`src/rtl/core/ssmb_pkg.sv`:
```
`default_nettype none

package ssmb_pkg;

  // Bus geometry
  localparam int unsigned AddrW    = 16;
  localparam int unsigned DataW    = 8;
  localparam int unsigned KeyW     = 7;
  localparam int unsigned MemDepth = 65536;

  // Request codes
  typedef enum logic [1:0] {
    REQ_READ  = 2'd0,
    REQ_WRITE = 2'd1,
    REQ_KEY   = 2'd2,
    REQ_LOAD  = 2'd3
  } req_e;

  // Address map: the I/O window and the ROM region are whole 4K pages
  localparam logic [3:0]        IoPage     = 4'hC;
  localparam logic [3:0]        RomPage    = 4'hD;
  localparam logic [AddrW-1:0]  KbdData    = 16'hC000;
  localparam logic [AddrW-1:0]  KbdStrobe  = 16'hC010;
  // 0xC050-0xC057 share everything above the low three bits
  localparam logic [AddrW-4:0]  SwBlock    = 13'h180A;

  // Soft switch offsets inside the switch block
  localparam logic [2:0] SwTextClr  = 3'd0;
  localparam logic [2:0] SwTextSet  = 3'd1;
  localparam logic [2:0] SwMixedClr = 3'd2;
  localparam logic [2:0] SwMixedSet = 3'd3;
  localparam logic [2:0] SwLores    = 3'd6;
  localparam logic [2:0] SwHires    = 3'd7;

  // Screen area preset after reset: 0x0400-0x07FF, i.e. address bits [15:10] == 1
  localparam logic [5:0]       ScreenBlk  = 6'b000001;
  localparam logic [DataW-1:0] ScreenFill = 8'hA0;

  // Display and keyboard flags
  typedef struct packed {
    logic text;
    logic mixed;
    logic lores;
    logic hires;
    logic key_waiting;
  } sw_t;

  // Store write from the reset sweep
  typedef struct packed {
    logic             busy;
    logic [AddrW-1:0] addr;
    logic [DataW-1:0] data;
  } clr_t;

endpackage

`default_nettype wire

```
`src/rtl/core/ssmb_clr.sv`:
```
`default_nettype none

module ssmb_clr (
  input  wire logic     clk_i,
  input  wire logic     rst_ni,
  output ssmb_pkg::clr_t clr_o
);

  logic [ssmb_pkg::AddrW-1:0] cnt_q, cnt_d;
  logic                       busy_q, busy_d;

  // Walk every address once after reset
  always_comb begin
    cnt_d  = cnt_q;
    busy_d = busy_q;
    if (busy_q) begin
      cnt_d = cnt_q + 1'b1;
      if (&cnt_q) begin
        busy_d = 1'b0;
      end
    end
  end

  always_ff @(posedge clk_i or negedge rst_ni) begin
    if (!rst_ni) begin
      cnt_q  <= '0;
      busy_q <= 1'b1;
    end else begin
      cnt_q  <= cnt_d;
      busy_q <= busy_d;
    end
  end

  // Screen area gets the blank fill, the rest zero
  always_comb begin
    clr_o.busy = busy_q;
    clr_o.addr = cnt_q;
    clr_o.data = (cnt_q[ssmb_pkg::AddrW-1:10] == ssmb_pkg::ScreenBlk) ?
                 ssmb_pkg::ScreenFill : '0;
  end

endmodule

`default_nettype wire

```
`config.mk`:
```
export PLATFORM = sky130hd
export DESIGN_NAME = ssmb_clr
export DESIGN_NICKNAME = d
export VERILOG_FILES = /design/src/rtl/core/ssmb_pkg.sv /design/src/rtl/core/ssmb_clr.sv
export SDC_FILE = /design/constraint.sdc
export NUM_CORES = 1
export LEC_CHECK = 0
export BUFFER_PORTS_ARGS = -buffer_cell sky130_fd_sc_hd__buf_2
export CELL_PAD_IN_SITES_DETAIL_PLACEMENT = 1
export CELL_PAD_IN_SITES_GLOBAL_PLACEMENT = 2
export CORE_MARGIN = 2
export CORE_UTILIZATION = 32
export CTS_CLUSTER_DIAMETER = 120
export DETAILED_ROUTE_END_ITERATION = 10
export PLACE_DENSITY = 0.85
export SKIP_CTS_REPAIR_TIMING = 1
export SLEW_MARGIN = 20
export SYNTH_ARGS = -nofsm -noshare
export SYNTH_HDL_FRONTEND = slang
export SYNTH_SLANG_ARGS = --single-unit
```
`constraint.sdc`:
```
create_clock -name clk_i -period 3.7 [get_ports clk_i]
set_clock_uncertainty 0.15 [all_clocks]
set_input_delay 1.11 -clock clk_i [delete_from_list [all_inputs] [get_ports clk_i]]
set_output_delay 1.11 -clock clk_i [all_outputs]
set_load 0.02 [all_outputs]
```
==> results.txt <==
Sum Neg Setup Slack: 0 ps
H-tree lvl count: 1
Avg Inst Size Synth: 11.7 µm²
Total Nets Final: 95
PortBufs: 20
CTS root buf: clkbuf_4
CP endpoint kind: primary output
Status: finished clean
Endpoints failing hold: 0
Slew Viols, Final: 0
Post-synthesis sequential area ratio: 0.515
CP Max Fanout: 4
Max-cap violations: 0
Vias/cell: 4.50
Clk sink count: 17
Clk_lat worst skew: 280 ps
Grt ovf: 0
Hold Path Class: reg2reg
Wire per inst: 13.3 µm
Global placement routability congestion: 0.638
Placed cell area: 917 µm²
Critical path class: reg2out
Commonest non-fill, non-tap cell in the layout: buf_2
TritonRoute pass-1 iters: 4
First-pass GRT wire length: 2500 µm
Worst setup SP type: register
Fill cell count: 294
F_max: 332 MHz
Area of the mapped netlist: 828 µm²
Drt drc: 0
Power Dens Cells: 311 nW/µm²
Core area: 2450 µm²
Leak: 0.505 nW
Peak supply drop: 0.000137 V
Final min period: 3010 ps
Remaining antenna violation count after routing: 0
Post-synth EDFFs: 0
Post-synth top flop: dfrtp_1
Rows: 18
Final HPWL DP: 1190 µm
Core Util, Final: 0.384
P&R area growth vs syn: 13.9%
Final setup viols: 0
Die X: 54.9 µm
Die height: 54.9 µm
Total detailed-routing wirelength: 1610 µm
CTS tree: yes
Layout cell share with drive strength beyond 1: 0.330
Ys async rst share: 1.00
Post-synthesis register bit count: 17
Largest net degree at the start of global routing: 18
Drt first-iter violations: 2
Initial antenna violation count: 0
CTS Buf Count: 3
Critical path arrival: 1750 ps
Vias in the first global route: 540
DR vias: 545
Yosys cell types: 21
Final Instance Area: 943 µm²
Final Cycle Share: 0.814
Ys Warns: 0
Unrepaired setup endpoints after global routing: false
I/O pin count: 27
Mapped Cells: 71
Req. time, crit path: 2440 ps
Die Area: 3010 µm²
Initial Util: 0.337
Clock transition at the registers of the reported paths: 100 ps
Max clock buf depth: 2
Most frequent cells in the layout: buf_2 (20), dfrtp_1 (16), xnor2_1 (10), nand2_1 (6), conb_1 (6)
Total track usage: 0.119
ANT cells: 0
-- cell type report --
cell class,count,area [µm²],share of cell area
Multi-Input combinational cell,50,353,0.374
Timing Repair Buffer,20,100,0.106
Sequential cell,17,427,0.452
Clock buffer,4,26.3,0.0279
Tap cell,30,37.5,0.0398
-- final timing paths --
path / start / to / slack [ps] / cells past startpoint
min in group asynchronous: rst_ni / cnt_q[0] / 580 / 1
setup reg to reg: cnt_q[0] / cnt_q[12] / 1890 / 5
hold reg to reg: cnt_q[8] / cnt_q[8] / 350 / 1
hold / removal: cnt_q[8] / cnt_q[8] / 350 / 1
max in group asynchronous: rst_ni / busy_q / 2500 / 1
setup / recovery: cnt_q[15] / clr_o[7] / 690 / 3
-- cell usage after synthesis (2+ instances only) --
master	instances	share of area
dfrtp_1	16	0.48
xnor2_1	10	0.11
buf_4	9	0.082
nand2_1	6	0.027
xor2_1	5	0.053
nand4_1	4	0.030
nand3_1	3	0.018
nor3_1	3	0.018
nand3_2	2	0.024
nor2_1	2	0.0091
-- routing by layer --
layer  part of all wire  vias to the layer above  global-route usage
met5                  0                        -                   0
met4              0.012                        0              0.0375
met3              0.037                        2              0.0410
met2               0.47                       17               0.183
met1               0.48                      261               0.157
li1                   -                      265                   -
-- power by group --
group / total [mW] / internal (mW) / switching [mW]
Combinational: 0.00934 / 0.000382 / 0.00895
Sequential: 0.186 / 0.186 / 0
Clock: 0.0987 / 0.0418 / 0.0569
-- stage by stage --
stage          total power [mW]  hold slack, ps  cells  setup WS, ps
2_1_floorplan             0.200             446     76           520
3_3_place_gp              0.199             338    117          1000
3_5_place_dp              0.199             338    117           993
4_1_cts                   0.299             355    121           656
5_1_grt                   0.308             400    121           531
6_report                  0.294             347    121           690
-- sequential cells by signal, indices dropped and copies added, names as in the netlist --
name	cells
busy_q	1
cnt_q	16
-- cell families after synthesis --
family                     after synthesis  synth area share
and+or+nand+nor                         26             0.198
DFF                                     17             0.515
xor gates and xnor gates                15             0.159
buffers and inverters                    9            0.0816
adders and majority gates                1            0.0151
other                                    1           0.00453
AOI/OAI and AO/OA                        1            0.0136
muxes                                    1            0.0136
-- critical path, cell delays in order, from the launching register on --
cell	delay (ps)
dfrtp_1	420
or4b_2	680
nor3_1	170
buf_2	200
No activity file was read; power rests on OpenSTA's default activity.
