$ cat config.mk
export PLATFORM = sky130hd
export DESIGN_NAME = ssmb_io
export DESIGN_NICKNAME = d
export VERILOG_FILES = /design/src/rtl/core/ssmb_pkg.sv /design/src/rtl/core/ssmb_io.sv
export SDC_FILE = /design/constraint.sdc
export NUM_CORES = 1
export LEC_CHECK = 0
export ABC_CLOCK_PERIOD_IN_PS = 1200
export BUFFER_PORTS_ARGS = -buffer_cell sky130_fd_sc_hd__buf_4
export CORE_MARGIN = 1.5
export CORE_UTILIZATION = 35
export DETAILED_ROUTE_END_ITERATION = 6
export PLACE_DENSITY = 0.77
export SLEW_MARGIN = 20
export SYNTH_ARGS = -nofsm -noshare
export SYNTH_HDL_FRONTEND = slang
export SYNTH_SLANG_ARGS = --single-unit
$ cat constraint.sdc
create_clock -name clk_i -period 1.2 [get_ports clk_i]
set_input_delay 0.06 -clock clk_i [delete_from_list [all_inputs] [get_ports clk_i]]
set_output_delay 0.06 -clock clk_i [all_outputs]
set_load 0.005 [all_outputs]
$ cat src/rtl/core/ssmb_pkg.sv
`default_nettype none

package ssmb_pkg;

  // Bus geometry
  localparam int unsigned AddrW    = 16;
  localparam int unsigned DataW    = 8;
  localparam int unsigned KeyW     = 7;
  localparam int unsigned MemDepth = 65536;

  // Request codes
  typedef enum logic [1:0] {
    REQ_READ  = 2'd0,
    REQ_WRITE = 2'd1,
    REQ_KEY   = 2'd2,
    REQ_LOAD  = 2'd3
  } req_e;

  // Address map: the I/O window and the ROM region are whole 4K pages
  localparam logic [3:0]        IoPage     = 4'hC;
  localparam logic [3:0]        RomPage    = 4'hD;
  localparam logic [AddrW-1:0]  KbdData    = 16'hC000;
  localparam logic [AddrW-1:0]  KbdStrobe  = 16'hC010;
  // 0xC050-0xC057 share everything above the low three bits
  localparam logic [AddrW-4:0]  SwBlock    = 13'h180A;

  // Soft switch offsets inside the switch block
  localparam logic [2:0] SwTextClr  = 3'd0;
  localparam logic [2:0] SwTextSet  = 3'd1;
  localparam logic [2:0] SwMixedClr = 3'd2;
  localparam logic [2:0] SwMixedSet = 3'd3;
  localparam logic [2:0] SwLores    = 3'd6;
  localparam logic [2:0] SwHires    = 3'd7;

  // Screen area preset after reset: 0x0400-0x07FF, i.e. address bits [15:10] == 1
  localparam logic [5:0]       ScreenBlk  = 6'b000001;
  localparam logic [DataW-1:0] ScreenFill = 8'hA0;

  // Display and keyboard flags
  typedef struct packed {
    logic text;
    logic mixed;
    logic lores;
    logic hires;
    logic key_waiting;
  } sw_t;

  // Store write from the reset sweep
  typedef struct packed {
    logic             busy;
    logic [AddrW-1:0] addr;
    logic [DataW-1:0] data;
  } clr_t;

endpackage

`default_nettype wire

$ cat src/rtl/core/ssmb_io.sv
`default_nettype none

module ssmb_io (
  input  wire logic                       clk_i,
  input  wire logic                       rst_ni,
  input  wire logic                       acc_i,
  input  wire logic [1:0]                 req_type_i,
  input  wire logic [ssmb_pkg::AddrW-1:0] addr_i,
  input  wire logic [ssmb_pkg::KeyW-1:0]  key_code_i,
  output ssmb_pkg::sw_t                   sw_o,
  output logic      [ssmb_pkg::DataW-1:0] io_rdata_o
);

  ssmb_pkg::sw_t              sw_q, sw_d;
  logic [ssmb_pkg::KeyW-1:0]  key_q, key_d;
  logic                       io_win;
  logic                       bus_acc;
  logic                       touch;

  assign io_win  = (addr_i[ssmb_pkg::AddrW-1:12] == ssmb_pkg::IoPage);
  assign bus_acc = (req_type_i == ssmb_pkg::REQ_READ) || (req_type_i == ssmb_pkg::REQ_WRITE);
  assign touch   = acc_i && bus_acc && io_win;

  // Keyboard latch and soft switch updates
  always_comb begin
    sw_d  = sw_q;
    key_d = key_q;
    if (acc_i && (req_type_i == ssmb_pkg::REQ_KEY)) begin
      key_d            = key_code_i;
      sw_d.key_waiting = 1'b1;
    end
    if (touch && (addr_i == ssmb_pkg::KbdStrobe)) begin
      sw_d.key_waiting = 1'b0;
    end
    if (touch && (addr_i[ssmb_pkg::AddrW-1:3] == ssmb_pkg::SwBlock)) begin
      unique case (addr_i[2:0])
        ssmb_pkg::SwTextClr:  sw_d.text  = 1'b0;
        ssmb_pkg::SwTextSet:  sw_d.text  = 1'b1;
        ssmb_pkg::SwMixedClr: sw_d.mixed = 1'b0;
        ssmb_pkg::SwMixedSet: sw_d.mixed = 1'b1;
        ssmb_pkg::SwLores: begin
          sw_d.lores = 1'b1;
          sw_d.hires = 1'b0;
        end
        ssmb_pkg::SwHires: begin
          sw_d.lores = 1'b0;
          sw_d.hires = 1'b1;
        end
        default: ;  // page switches
      endcase
    end
  end

  always_ff @(posedge clk_i or negedge rst_ni) begin
    if (!rst_ni) begin
      sw_q  <= '{text: 1'b1, mixed: 1'b0, lores: 1'b0, hires: 1'b0, key_waiting: 1'b0};
      key_q <= '0;
    end else begin
      sw_q  <= sw_d;
      key_q <= key_d;
    end
  end

  // Keyboard data read; every other window read returns zero
  assign io_rdata_o = ((req_type_i == ssmb_pkg::REQ_READ) && (addr_i == ssmb_pkg::KbdData) &&
                       sw_q.key_waiting) ? {1'b1, key_q} : '0;
  assign sw_o = sw_q;

endmodule

`default_nettype wire

==> metrics.txt, run 1 <==
status complete, but fails checks; failing checks negative setup slack; final routed DRC violation total 0; Mapped Cells 50; count of cell types in the netlist 22; Top delay family on crit path simple AND/OR/NAND/NOR gates; Tightest Pin Transition a little under 0.3 ns; Final Cycle Share 140.8%; final instance area 0.001096 sq mm; PD cells ~820 mW/mm^2; Antenna Nets Post-Route 0; First-pass DRT Iterations 4; dominant cell type by area after synthesis dfrtp_1; reg2reg start sw_o[0]; max incr delay on CP 0.47 ns; Power Total approximately 0.0009 W; clock root buffer clkbuf_4; Die W 45.41 um; Ant. Diodes 0; Setup crit end io_rdata_o[4]; Max clock buf depth 2; synth top area cells dfrtp_1, mux2_2, and2_1; critical path depth 4; H-Tree Depth 1; worst setup path category reg -> out; syn nets ~80; largest net degree at the start of global routing 13; Final #Nets roughly 130; Tmin final 1.689 ns; total track usage between 15 and 20%; Slew headroom 80.30%; Placed Area 0.001044 sq mm; WP data arrival about 1.6 ns; startpoint types flop; dpl hpwl around 1200 um; Syn. warnings 0; clk_lat worst skew between 0.2 and 0.3 ns; Worst-path clk slew roughly 0.070 ns; Die Y 45.41 um; CP bufs+invs 1; area of the multi-input gates roughly 360 sq um; final hold viol count 0; flop2flop setup slack 0.31 ns; Final WS setup -0.4891 ns; Initial Util between 30 and 40%; Remaining Overflow, GRT 0; Vias/cell approximately 4.5; dpl ws -0.2353 ns; fmax ~590 MHz; layout cells sized above 1 about 66%; syn avg cell area between 10 and 15 sq um; GP Congestion between 0.7 and 0.8; CTS tree built; TritonCTS Buffers 3; commonest non-fill, non-tap cell in the layout buf_4; Yosys top cell area share around 44%; # fillers about 160; number of max-cap violations 0; Final Max Tran Viols 0; crit-path max FO 8; HP Class in -> reg; Port Buf Inserts 40; first-pass GRT wire length 2270 um; P&R area growth vs syn 74.15%; via count ~580; CTS Sinks 12; Initial DRC Count 4; Seq/Total Area, Yosys approximately 48%; register area between 300 and 400 sq um; Reg2Reg Depth 4; mapped cell area between 600 and 700 sq um; Leakage between 0.5 and 0.6 nW; CP Launch Point sw_o[0]; IO Count 41; number of global-route vias before repair 564; Worst path slowest cell or4b_4; WL final ~1600 um; Critical Path RT roughly 1.1 ns; CP endpoint kind primary output; Hold WS 0.02055 ns; Rows 15; VDD IR max 618.3 uV; initial antenna violation count 0; final setup violating endpoints 8; commonest cells after routing, fill and taps aside buf_4, dfrtp_1, mux2_2; critical path, cell by cell or4b_4 > nor3_4 > and2_1 > buf_4; core area around 0.0017 sq mm; Die ar. about 0.0021 sq mm; wire length per cell between 10 and 15 um; RSZ-0062 raised after global routing yes; worst reg2reg endpoint sw_o[0]; worst clock skew 0 ns; register bit total from synthesis 12
-- routing by layer --
metal  share of wire (%)  track usage (%)  vias to the layer above
met5                   0                0                        -
met2                  50            27.32                       27
met3                 8.0            1.984                        2
met4                0.32            7.059                        0
li1                    -                -                      285
met1                  41            17.93                      267
-- power by group --
| part | switching [W] | internal (W) | total [W] |
|---|---|---|---|
| Sequential | 0.0000174 | 0.000449 | 0.000466 |
| Combinational | 0.0000631 | 0.000116 | 0.000179 |
| Clock | 0.000125 | 0.000128 | 0.000253 |
-- metrics by stage --
step,setup TNS (ns),std cells,util (%)
6_report,-3.734,128,64.18
3_5_place_dp,-2.179,122,61.10
5_1_grt,-4.422,128,64.18
2_1_floorplan,-0.3694,50,-
3_3_place_gp,-2.035,122,61.10
4_1_cts,-3.837,128,63.66
-- Yosys cell counts --
| cell | count |
|---|---|
| or4b_1 | 1 |
| nand3b_1 | 1 |
| nand3_1 | 1 |
| dfstp_2 | 1 |
| nand2_1 | 1 |
| or3_1 | 1 |
| mux2_2 | 8 |
| a21oi_1 | 1 |
| nor2b_1 | 1 |
| and2_1 | 7 |
| nor4_2 | 2 |
| nand4_1 | 1 |
| inv_1 | 2 |
| mux2_1 | 2 |
| nand3_2 | 1 |
| nor3_1 | 1 |
| nor2_1 | 2 |
| nor4b_2 | 2 |
| mux2i_1 | 1 |
| dfrtp_1 | 11 |
| nor3_2 | 1 |
| nor3_4 | 1 |
-- worst min-delay path by stage --
| stage | end | from | cells past startpoint | slack (ns) |
|---|---|---|---|---|
| 2_1_floorplan | key_q[0] | rst_ni | 0 | -0.24 |
| 3_3_place_gp | sw_o[3] | rst_ni | 1 | -0.09 |
| 3_5_place_dp | sw_o[1] | rst_ni | 1 | -0.09 |
| 4_1_cts | key_q[6] | key_code_i[6] | 2 | 0.01 |
| 5_1_grt | key_q[5] | key_code_i[5] | 2 | 0.02 |
| 6_report | key_q[6] | key_code_i[6] | 2 | 0.02 |
-- area by class of cell --
cell class                      instances  share of cell area (%)
Tap cell                               25                   2.854
Clock buffer                            4                   2.397
Multi-Input combinational cell         36                   32.76
Timing Repair Buffer                   49                   33.79
Inverter                                2                  0.6849
Sequential cell                        12                   27.51
-- state kept, by name, summed over array words and instances (netlist names) --
signal and count:
key_q 7, sw_o 5
-- cell families (layout without fill, tap and decap cells) --
| kind of cell | count (synthesis) | after routing | share of synthesized area, % |
|---|---|---|---|
| and+or+nand+nor | 24 | 24 | 30.62 |
| buffers and inverters | 2 | 55 | 1.193 |
| muxes | 11 | 11 | 19.48 |
| AOI/OAI and AO/OA | 1 | 1 | 0.7945 |
| DFF | 12 | 12 | 47.91 |
-- repair_timing --
action | CTS | global route
pin swaps | 5 | 3
hold endpoints to repair | 12 | 0
endpoints found under the setup margin | 8 | 11
setup buffers | 1 | 0
gates resized for setup | 0 | 1
hold buffers | 1 | 0
(Power assumes the default switching activity.)
==> run 2, diff against run 1 <==
- CORE_MARGIN: 1.5 -> not set
- GPL_TIMING_DRIVEN: not set -> 0
==> run 2 against run 1 <==
Against the previous run: sequential share of layout area up 1.4 points; hold slack worse by 0.0044 ns; critical path depth unchanged; core utilization up 1.4 points; the flow still finishes with violations (negative setup slack); sequential power about the same; critical endpoint unchanged; first-iteration DRC count down 50%; wire length down 9.0%; die area down 4.4%; final cell count down 5.5%; combinational power down 9%; global-route usage down 0.64 points.
==> metrics.txt, run 2 (synthesized netlist as in run 1, its figures left out) <==
final hold viol count 0 (unchanged); Power Total 0.0008785 W (-2.3%); clock root buffer clkbuf_4; CP Launch Point sw_o[0]; commonest non-fill, non-tap cell in the layout buf_4; TritonCTS Buffers 3 (unchanged); layout cells sized above 1 63.92% (-2.1 points); fmax 600.6 MHz (+1.4%); H-Tree Depth 1 (unchanged); status complete, but fails checks; via count 565 (-2.8%); Worst-path clk slew 0.07 ns (about the same); crit-path max FO 8 (unchanged); dpl hpwl 1102 um (-12%); Die ar. 0.001972 sq mm (-4.4%); VDD IR max 640.5 uV (+3.6%); Finished Core Util 65.54% (+1.4 points); total track usage 14.68% (-0.64 points); Initial DRC Count 2 (-2); Die Y 44.41 um (-2.2%); Port Buf Inserts 40 (unchanged); number of global-route vias before repair 545 (-3.4%); Critical Path RT 1.14 ns (about the same); Reg with most FFs key_q; wire length per cell 11.69 um (-3.7%); CP endpoint kind primary output; Placed Area 989.7 sq um (-5.2%); max reg flops 7 (unchanged); WP data arrival 1.61 ns (-0.02 ns); commonest cells after routing, fill and taps aside buf_4, dfrtp_1, mux2_2; Antenna Nets Post-Route 0 (unchanged); largest net degree at the start of global routing 13 (unchanged); number of max-cap violations 0 (unchanged); final instance area 0.001045 sq mm (-4.7%); PD cells 840.8 mW/mm^2 (+2.5%); CTS tree built; startpoint types flop; clk_lat worst skew 0.26 ns (about the same); RSZ-0062 raised after global routing yes; min-delay src addr_i[0]; Tmin final 1.665 ns (-0.02409 ns); Tightest Pin Transition 0.3999 ns (+0.1054 ns); Final #Nets 126 (-4.5%); Final Max Tran Viols 0 (unchanged); IO Count 41 (unchanged); Die W 44.41 um (-2.2%); Final WS setup -0.4650 ns (+0.02409 ns); Ant. Diodes 0 (unchanged); Max clock buf depth 2 (unchanged); Rows 14 (-1); CTS Sinks 12 (unchanged); flop2flop setup slack 0.43 ns (+0.12 ns); failing checks negative setup slack; First-pass DRT Iterations 2 (-2); initial antenna violation count 0 (unchanged); dpl ws -0.2329 ns (+0.002397 ns); P&R area growth vs syn 66.00%; HP Class in -> reg; Initial Util 39.48% (+2.6 points); Remaining Overflow, GRT 0 (unchanged); core area 0.001594 sq mm (-6.7%); GP Congestion 0.6114 (-19%); Slew headroom 73.26% (-7.0 points); reg2reg start sw_o[1]; Vias/cell 4.669 (+2.9%); final setup violating endpoints 8 (unchanged); Leakage 0.5021 nW (-5.8%); Final Cycle Share 138.8% (-2.0 points); final routed DRC violation total 0 (unchanged); worst clock skew 0 ns (unchanged); WL final 1415 um (-9.0%); worst setup path category reg -> out; first-pass GRT wire length 2118 um (-6.7%)
-- run 2: final cells by class --
type	count	area (sq um)
clock buffers	4	26.28
fillers	140	549.3
inverters	2	7.507
multi-input cells	36	350.3
flip-flops and latches	12	301.5
well taps	24	30.03
repair buffers	43	329.1
-- run 2: metrics by stage --
stage	TNS (ns)	cells	hold WS (ns)
floorplan	-0.3694	50	-0.2356
global placement	-2.116	114	-0.09507
detailed placement	-2.351	114	-0.09236
CTS	-3.777	120	0.007794
global route	-4.343	121	0.009247
finish	-3.648	121	0.01618
-- run 2: report_power, final --
group	internal, W	switching (W)
sequential	0.000449	0.0000178
clock	0.000128	0.000121
combinational	0.000106	0.0000565
-- run 2: worst max-delay path, cell delays in order, from the launching register on --
cell and delay [ns]:
dfrtp_1 0.34, or4b_4 0.47, nor3_4 0.25, and2_1 0.18
buf_4 0.10
-- run 2: what timing repair did --
item                                    CTS  global route
buffers inserted                          1             1
resized for setup                         0             1
hold endpoints to repair                 12             0
endpoints found under the setup margin    8             9
hold buffers                              1             0
pin swaps                                 4             0
-- run 2: path summary, 6_finish.rpt --
kind / endpoint / cells after the start
max: io_rdata_o[4] / 4
min: sw_o[2] / 2
max reg2reg: sw_o[1] / 1
min reg2reg: key_q[3] / 1
max in group asynchronous: sw_o[4] / 2
min in group asynchronous: key_q[3] / 2
-- run 2: layer usage --
metal  vias up  track usage [%]  wire length, um
met2        27            27.94              740
met4         0            5.455                4
met3         2            1.633               99
li1        275                -                -
met1       261            16.58              572
met5         -                0                0
==> run 3, diff against run 2 <==
- CORE_ASPECT_RATIO: not set -> 0.75
- CTS_BUF_LIST: not set -> sky130_fd_sc_hd__clkbuf_8
==> run 3 against run 2 <==
Against the previous run: sequential power about the same; worst setup slack worse by 0.012 ns; register-to-register slack worse by 0.12 ns; largest power group unchanged; final cell count down 1.7%; largest cell class unchanged; first-iteration DRC count rose to 3.0 times the previous value; critical path depth unchanged; the run still ends with negative setup slack left.
==> metrics.txt, run 3 (synthesized netlist as in run 1, its figures left out) <==
total track usage 19.60% (+4.9 points); Slew headroom 71.83% (-1.4 points); critical path, cell by cell or4b_4 > nor3_4 > and2_1 > buf_4; status complete, but fails checks; Critical Path RT 1.14 ns (about the same); GP Congestion 0.7936 (+30%); Tmin final 1.677 ns (+0.01217 ns); worst setup path category reg -> out; failing checks negative setup slack; Final Max Tran Viols 0 (unchanged); crit-path max FO 8 (unchanged); startpoint types flop; Hold WS 0.04240 ns (+0.02622 ns); largest net degree at the start of global routing 13 (unchanged); HP Class in -> reg; final instance area 0.001080 sq mm (+3.4%); Antenna Nets Post-Route 0 (unchanged); Port Buf Inserts 40 (unchanged); commonest non-fill, non-tap cell in the layout buf_4; Remaining Overflow, GRT 0 (unchanged); WP data arrival 1.62 ns (about the same); initial antenna violation count 0 (unchanged); # fillers 130 (-7.1%); PD cells 928.8 mW/mm^2 (+10%); Vias/cell 4.992 (+6.9%); Finished Layout Cells 119 (-1.7%); Max clock buf depth 2 (unchanged); via count 594 (+5.1%); Worst-path clk slew 0.05 ns (-0.02 ns); Finished Core Util 68.49% (+3.0 points); first-pass GRT wire length 2711 um (+28%); Die W 50.97 um (+15%); wire length per cell 14.08 um (+20%); fmax 596.2 MHz (-0.73%); Reg with most FFs key_q; Worst path slowest cell or4b_4; max reg flops 7 (unchanged); core area 0.001577 sq mm (-1.1%); Die Y 38.73 um (-13%); number of global-route vias before repair 617 (+13%); Initial Util 39.92% (+0.44 points); CTS Sinks 12 (unchanged); CP endpoint kind primary output; number of max-cap violations 0 (unchanged); Rows 12 (-2); Final WS setup -0.4772 ns (-0.01217 ns); H-Tree Depth 1 (unchanged); Initial DRC Count 6 (+4); clock root buffer clkbuf_8; layout cells sized above 1 65.31% (+1.4 points); IO Count 41 (unchanged); final hold viol count 0 (unchanged); worst clock skew 0 ns (unchanged); Tightest Pin Transition 0.4213 ns (+0.02136 ns); final routed DRC violation total 0 (unchanged); P&R area growth vs syn 71.57%; RSZ-0062 raised after global routing yes; First-pass DRT Iterations 3 (+1); Final Cycle Share 139.8% (+1.0 points); clk_lat worst skew 0.24 ns (-0.02 ns); Die ar. 0.001974 sq mm (about the same); commonest cells after routing, fill and taps aside buf_4, dfrtp_1, mux2_2; final setup violating endpoints 8 (unchanged); Power Total 0.001003 W (+14%); Final #Nets 127 (+0.79%); WL final 1675 um (+18%); TritonCTS Buffers 3 (unchanged); CTS tree built; VDD IR max 718.6 uV (+12%); dpl cells 111 (-2.6%); Ant. Diodes 0 (unchanged); Placed Area 985.9 sq um (-0.38%); max incr delay on CP 0.47 ns (about the same); Leakage 0.5282 nW (+5.2%)
==> run 3: cell type report <==
type,count,area [sq um],share of cell area [%]
clock buffer,3,41.29,3.824
clock inverter,1,3.754,0.3476
tap,21,26.28,2.433
inverter,2,7.507,0.6952
sequential,12,301.5,27.93
timing repair buffer,44,340.3,31.52
multi-input combinational,36,359.1,33.26
==> run 3: power breakdown <==
group	leakage (nW)	switching, W	internal (W)
Clock	0.0269	0.000140	0.000225
Sequential	0.139	0.0000194	0.000450
Combinational	0.363	0.0000616	0.000106
Total	0.528	0.000221	0.000782
==> run 3: worst paths after layout <==
path / from / end / slack (ns) / cells after the start
max: sw_o[0] / io_rdata_o[4] / -0.48 / 4
min: addr_i[0] / sw_o[2] / 0.04 / 2
max reg2reg: sw_o[0] / sw_o[0] / 0.31 / 4
min reg2reg: sw_o[1] / sw_o[1] / 0.49 / 1
max in group asynchronous: rst_ni / sw_o[4] / 0.75 / 2
min in group asynchronous: rst_ni / key_q[1] / 0.22 / 2
==> run 3: metrics by stage <==
| step | TNS, ns | worst slack [ns] |
|---|---|---|
| after floorplan | -0.3694 | -0.05148 |
| after global placement | -2.350 | -0.2355 |
| after detailed placement | -2.446 | -0.2526 |
| after CTS | -3.473 | -0.4495 |
| after global routing | -4.507 | -0.5692 |
| final | -3.685 | -0.4772 |
==> run 3: worst max-delay path: cells and delay by family (launching register included) <==
kind          cells  cell delay [ns]
flops             1             0.34
simple gates      3             0.93
buf+inv           1             0.11
==> run 3: per-layer routing <==
| metal | track usage (%) | part of all wire, % |
|---|---|---|
| met1 | 21.46 | 41 |
| met2 | 36.18 | 50 |
| met3 | 4.706 | 8.4 |
| met4 | 9.722 | 0.24 |
| met5 | 0 | 0 |
==> run 3: what timing repair did <==
action | CTS | global route
hold endpoints to repair | 12 | 0
hold buffers | 1 | 0
resized for setup | 2 | 2
pin swaps | 4 | 2
setup endpoints to repair | 9 | 11
setup buffers | 2 | 1
